### src/rtl/isb_pkg.sv
// Shared types and constants for the interval seat booking block.
// No dependencies; used by isb_ctrl, isb_dp and the top level.
package isb_pkg;

  // field widths of the command and result ports
  localparam int SlotW = 11;
  localparam int SeatW = 16;
  // slot position width, wide enough for any slot count up to 4096 plus one
  localparam int PosW  = 13;

  // command codes
  localparam logic CMD_BOOK  = 1'b0;
  localparam logic CMD_QUERY = 1'b1;

  // controller to datapath
  typedef struct packed {
    logic clr_wr;    // write zero at the pointer, advance
    logic load;      // capture the item, pointer to range start
    logic rd;        // read slot at the pointer, advance
    logic rd_add;    // the read feeds the add pass, not the peak scan
    logic check;     // decide whether the booking fits
    logic restart;   // pointer back to range start
  } cmd_t;

  // datapath to controller
  typedef struct packed {
    logic clr_last;  // pointer on the last slot during clearing
    logic at_end;    // pointer reached the range end
    logic rd_pend;   // a read is still in flight
    logic fits;      // booking may be applied
  } sts_t;

endpackage

### src/rtl/isb_ctrl.sv
// Controller of the seat booking block: clearing pass, scan, check, add.
// Depends on isb_pkg for cmd_t and sts_t.
module isb_ctrl (
  input  logic          clk,
  input  logic          rst_n,
  input  logic          start,
  output logic          busy,
  output logic          out_valid,
  input  isb_pkg::sts_t sts,
  output isb_pkg::cmd_t cmd
);

  typedef enum logic [2:0] {S_CLEAR, S_IDLE, S_SCAN, S_CHECK, S_ADD} state_t;

  state_t state_r, state_nxt;
  logic   out_valid_r, out_valid_nxt;

  // decode commands and next state
  always_comb begin
    state_nxt     = state_r;
    out_valid_nxt = 1'b0;
    cmd           = '0;
    unique case (state_r)
      S_CLEAR: begin
        cmd.clr_wr = 1'b1;
        if (sts.clr_last) state_nxt = S_IDLE;
      end
      S_IDLE: begin
        if (start) begin
          cmd.load  = 1'b1;
          state_nxt = S_SCAN;
        end
      end
      S_SCAN: begin
        if (!sts.at_end) cmd.rd = 1'b1;
        else if (!sts.rd_pend) state_nxt = S_CHECK;
      end
      S_CHECK: begin
        cmd.check = 1'b1;
        if (sts.fits) begin
          cmd.restart = 1'b1;
          state_nxt   = S_ADD;
        end else begin
          state_nxt     = S_IDLE;
          out_valid_nxt = 1'b1;
        end
      end
      S_ADD: begin
        if (!sts.at_end) begin
          cmd.rd     = 1'b1;
          cmd.rd_add = 1'b1;
        end else if (!sts.rd_pend) begin
          state_nxt     = S_IDLE;
          out_valid_nxt = 1'b1;
        end
      end
      default: state_nxt = S_CLEAR;
    endcase
  end

  // hold state and the result strobe
  always_ff @(posedge clk) begin
    if (!rst_n) begin
      state_r     <= S_CLEAR;
      out_valid_r <= 1'b0;
    end else begin
      state_r     <= state_nxt;
      out_valid_r <= out_valid_nxt;
    end
  end

  assign busy      = (state_r != S_IDLE);
  assign out_valid = out_valid_r;

  a_strobe_idle: assert property (@(posedge clk) disable iff (!rst_n)
    out_valid_r |-> state_r == S_IDLE)
    else $error("result strobe outside idle");
  a_start_scan: assert property (@(posedge clk) disable iff (!rst_n)
    (state_r == S_IDLE && start) |=> state_r == S_SCAN)
    else $error("accepted item did not start a scan");
  a_clear_exit: assert property (@(posedge clk) disable iff (!rst_n)
    state_r == S_CLEAR |=> (state_r == S_CLEAR || state_r == S_IDLE))
    else $error("clearing pass left to a working state");

endmodule

### config.mk
export PLATFORM = sky130hd
export DESIGN_NAME = isb_ctrl
export DESIGN_NICKNAME = d
export VERILOG_FILES = /design/src/rtl/isb_pkg.sv /design/src/rtl/isb_ctrl.sv
export SDC_FILE = /design/constraint.sdc
export NUM_CORES = 1
export LEC_CHECK = 0
export ABC_AREA = 1
export BUFFER_PORTS_ARGS = -buffer_cell sky130_fd_sc_hd__buf_2
export CAP_MARGIN = 15
export CORE_AREA = 2 2 39 41
export DETAILED_ROUTE_END_ITERATION = 6
export DIE_AREA = 0 0 41 43
export HOLD_SLACK_MARGIN = 0.03
export PLACE_DENSITY = 0.49
export SKIP_CTS_REPAIR_TIMING = 1
export SYNTH_ARGS = -nofsm -noshare
export SYNTH_HDL_FRONTEND = slang
export SYNTH_SLANG_ARGS = --single-unit
### constraint.sdc
create_clock -name clk -period 1.2 [get_ports clk]
set_input_delay 0.24 -clock clk [delete_from_list [all_inputs] [get_ports clk]]
set_output_delay 0.24 -clock clk [all_outputs]
set_load 0.05 [all_outputs]
==> impl_metrics.env <==
export IMPL_clock_latency_ns=0.23
export IMPL_power_density_nw_per_um2=2990
export IMPL_die_area_um2=1760
export IMPL_syn_inst=51
export IMPL_ys_ff_latch=4
export IMPL_grt_overflow=0
export IMPL_setup_slack_ns=-0.187
export IMPL_cp_max_fo=4
export IMPL_layout_min_cycle_time_ns=1.39
export IMPL_synth_compound_area_share_pct=4.37
export IMPL_worst_setup_path_start_kind="register"
export IMPL_ant_nets=0
export IMPL_grt_pass1_wl_um=1210
export IMPL_yosysSeqAreaShare_pct=27.9
export IMPL_regArea_um2=91.3
export IMPL_period_share_pct=116
export IMPL_maxCapViolCount=0
export IMPL_syn_avg_cell_area_um2=5.62
export IMPL_fill_cells=145
export IMPL_drive_gt1_share_pct=65.8
export IMPL_min_to="state_r[1]"
export IMPL_slew_headroom_pct=83.7
export IMPL_dp_cells=87
export IMPL_synth_fa_ha_area_share_pct=0
export IMPL_place_gp_congestion=0.749
export IMPL_fmax_ghz=0.721
export IMPL_instances_no_fill=95
export IMPL_drcViolationCount=0
export IMPL_power_total_w=0.00190
export IMPL_core_area_um2=1380
export IMPL_yosys_area_share_simple_pct=53.3
export IMPL_setup_viol=10
export IMPL_drt_iter0_markers=5
export IMPL_placed_area_um2=493
export IMPL_clk_pin_slew_ns=0.04
export IMPL_violations="negative setup slack"
export IMPL_cts_max_path_buffers=2
export IMPL_cts_made_buffers=3
export IMPL_worstPathArrival_ns=1.15
export IMPL_r2r_cells=10
export IMPL_min_from="rst_n"
export IMPL_slew_viol_final=0
export IMPL_synth_xor_area_share_pct=0
export IMPL_hpwl_um=627
export IMPL_grt_use_total_pct=10.4
export IMPL_rows=14
export IMPL_finalNetCount=88
export IMPL_drt_first_pass_iters=4
export IMPL_root_buffer="clkbuf_4"
export IMPL_cts_tree="done"
export IMPL_finalWirelength_um=848
export IMPL_syn_to_final_growth_pct=122
export IMPL_preCtsSetupSlack_ns=-0.0993
export IMPL_postLayoutCellArea_um2=636
export IMPL_r2r_slack_ns=-0.06
export IMPL_r2r_start="state_r[0]"
export IMPL_synth_area_mux_share_pct=0
export IMPL_rr_endpoint="state_r[1]"
export IMPL_power_leakage_nw=0.322
export IMPL_status="finished with violations"
export IMPL_initial_core_util_pct=20.7
export IMPL_synth_cell_types=12
export IMPL_rsz0062_at_grt="yes"
export IMPL_syn_cell_area_um2=287
export IMPL_hold_viol=0
export IMPL_htree_levels=1
export IMPL_clock_sinks=4
export IMPL_fin_skew_ns=0.00345
export IMPL_multi_input_area_um2=249
export IMPL_end_kind="output pin"
export IMPL_die_w_um=41
export IMPL_antenna_cells=0
export IMPL_dr_total_vias=396
export IMPL_whs_path_depth=3
export IMPL_ir_worst_vdd_v=0.00174
export IMPL_antenna_found_initial=0
export IMPL_viasPerCell=4.17
export IMPL_ios=15
export IMPL_crit_required_ns=0.96
export IMPL_holdCritPathClass="in -> reg"
export IMPL_synth_fp_nets=58
export IMPL_final_util_pct=45.9
export IMPL_crit_type="reg -> out"
export IMPL_chipHeight_um=43
export IMPL_synth_top_family_by_area="simple AND/OR/NAND/NOR gates"
export IMPL_grt_max_degree=7
export IMPL_yosys_warnings=0
export IMPL_wl_per_cell_um=8.93
export IMPL_io_buffers=14
export IMPL_grt_pass1_vias=317
export IMPL_worst_slew_pin_slew_ns=0.246
==> layout by cell type (no fill, tap or decap) <==
cell         n
dfxtp_1      1
nand3_2      1
inv_1        7
a21oi_4      1
nand3_1      5
buf_8        3
nand2_4      3
buf_4       11
clkinvlp_4   1
buf_6        4
nand4_1      1
a21boi_0     1
clkbuf_4     3
dfxtp_4      3
buf_2        7
nand2_1      9
nand2_2      3
inv_2        3
nor2_1       3
nor2_4       6
nor2_2       3
==> final cells by class <==
cell class / instances / share of cell area [%]
inverters: 11 / 7.09
repair buffers: 25 / 32.7
flip-flops and latches: 4 / 14.4
clock buffers: 3 / 3.54
well taps: 16 / 3.15
multi-input cells: 36 / 39.2
==> cell families (layout without fill, tap and decap cells) <==
kind of cell    Yosys count  in the layout
compound gates            2              2
buf+inv                  11             39
flops                     4              4
simple gates             34             34
==> routing by layer <==
layer / GRT usage [%] / up-vias / part of all wire (%)
li1: - / 210 / -
met1: 12.5 / 171 / 42
met2: 14.7 / 15 / 52
met3: 6.28 / 0 / 5.9
met4: 4.00 / 0 / 0
met5: 0 / - / 0
==> synthesized netlist by cell type <==
| cell | number | area [µm²] |
|---|---|---|
| nand4_1 | 1 | 6.26 |
| nand3_2 | 1 | 10.0 |
| dfxtp_1 | 4 | 80.1 |
| nand3_1 | 5 | 25.0 |
| nor2_1 | 10 | 37.5 |
| nand2_2 | 2 | 12.5 |
| inv_2 | 3 | 11.3 |
| a21boi_0 | 1 | 7.51 |
| inv_1 | 8 | 30.0 |
| a21oi_1 | 1 | 5.00 |
| nor2_2 | 2 | 12.5 |
| nand2_1 | 13 | 48.8 |
==> power breakdown <==
group          leakage [nW]  internal (W)  switching, W
Sequential           0.0348      0.000209      0.000117
Combinational         0.273      0.000615      0.000795
Clock                0.0138      0.000112     0.0000529
Total                 0.322      0.000935      0.000966
==> worst max-delay path, stage by stage, from the launching register on <==
cell and delay [ns]:
dfxtp_4 0.35, nor2_4 0.17, nand2_4 0.09, a21oi_4 0.13, buf_6 0.17
==> registers in the layout, indices dropped and copies added (netlist names) <==
| name | count |
|---|---|
| state_r | 3 |
| out_valid | 1 |
==> how the worst max path moves through the flow <==
stage / slack [ns] / from / to / depth (start not counted)
floorplan: -0.11 / state_r[1] / cmd[0] / 4
CTS: -0.36 / state_r[1] / cmd[3] / 4
global route: -0.23 / state_r[1] / cmd[3] / 4
finish: -0.19 / state_r[0] / cmd[3] / 4
detailed placement: -0.1 / state_r[1] / cmd[3] / 4
global placement: -0.07 / state_r[1] / cmd[3] / 4
==> per-stage QoR <==
stage	TNS (ns)	hold WS [ns]
floorplan	-0.132	0.356
global placement	-0.108	0.507
detailed placement	-0.207	0.504
CTS	-1.75	0.254
global route	-1.59	0.263
finish	-0.974	0.262
(Power assumes the default switching activity.)
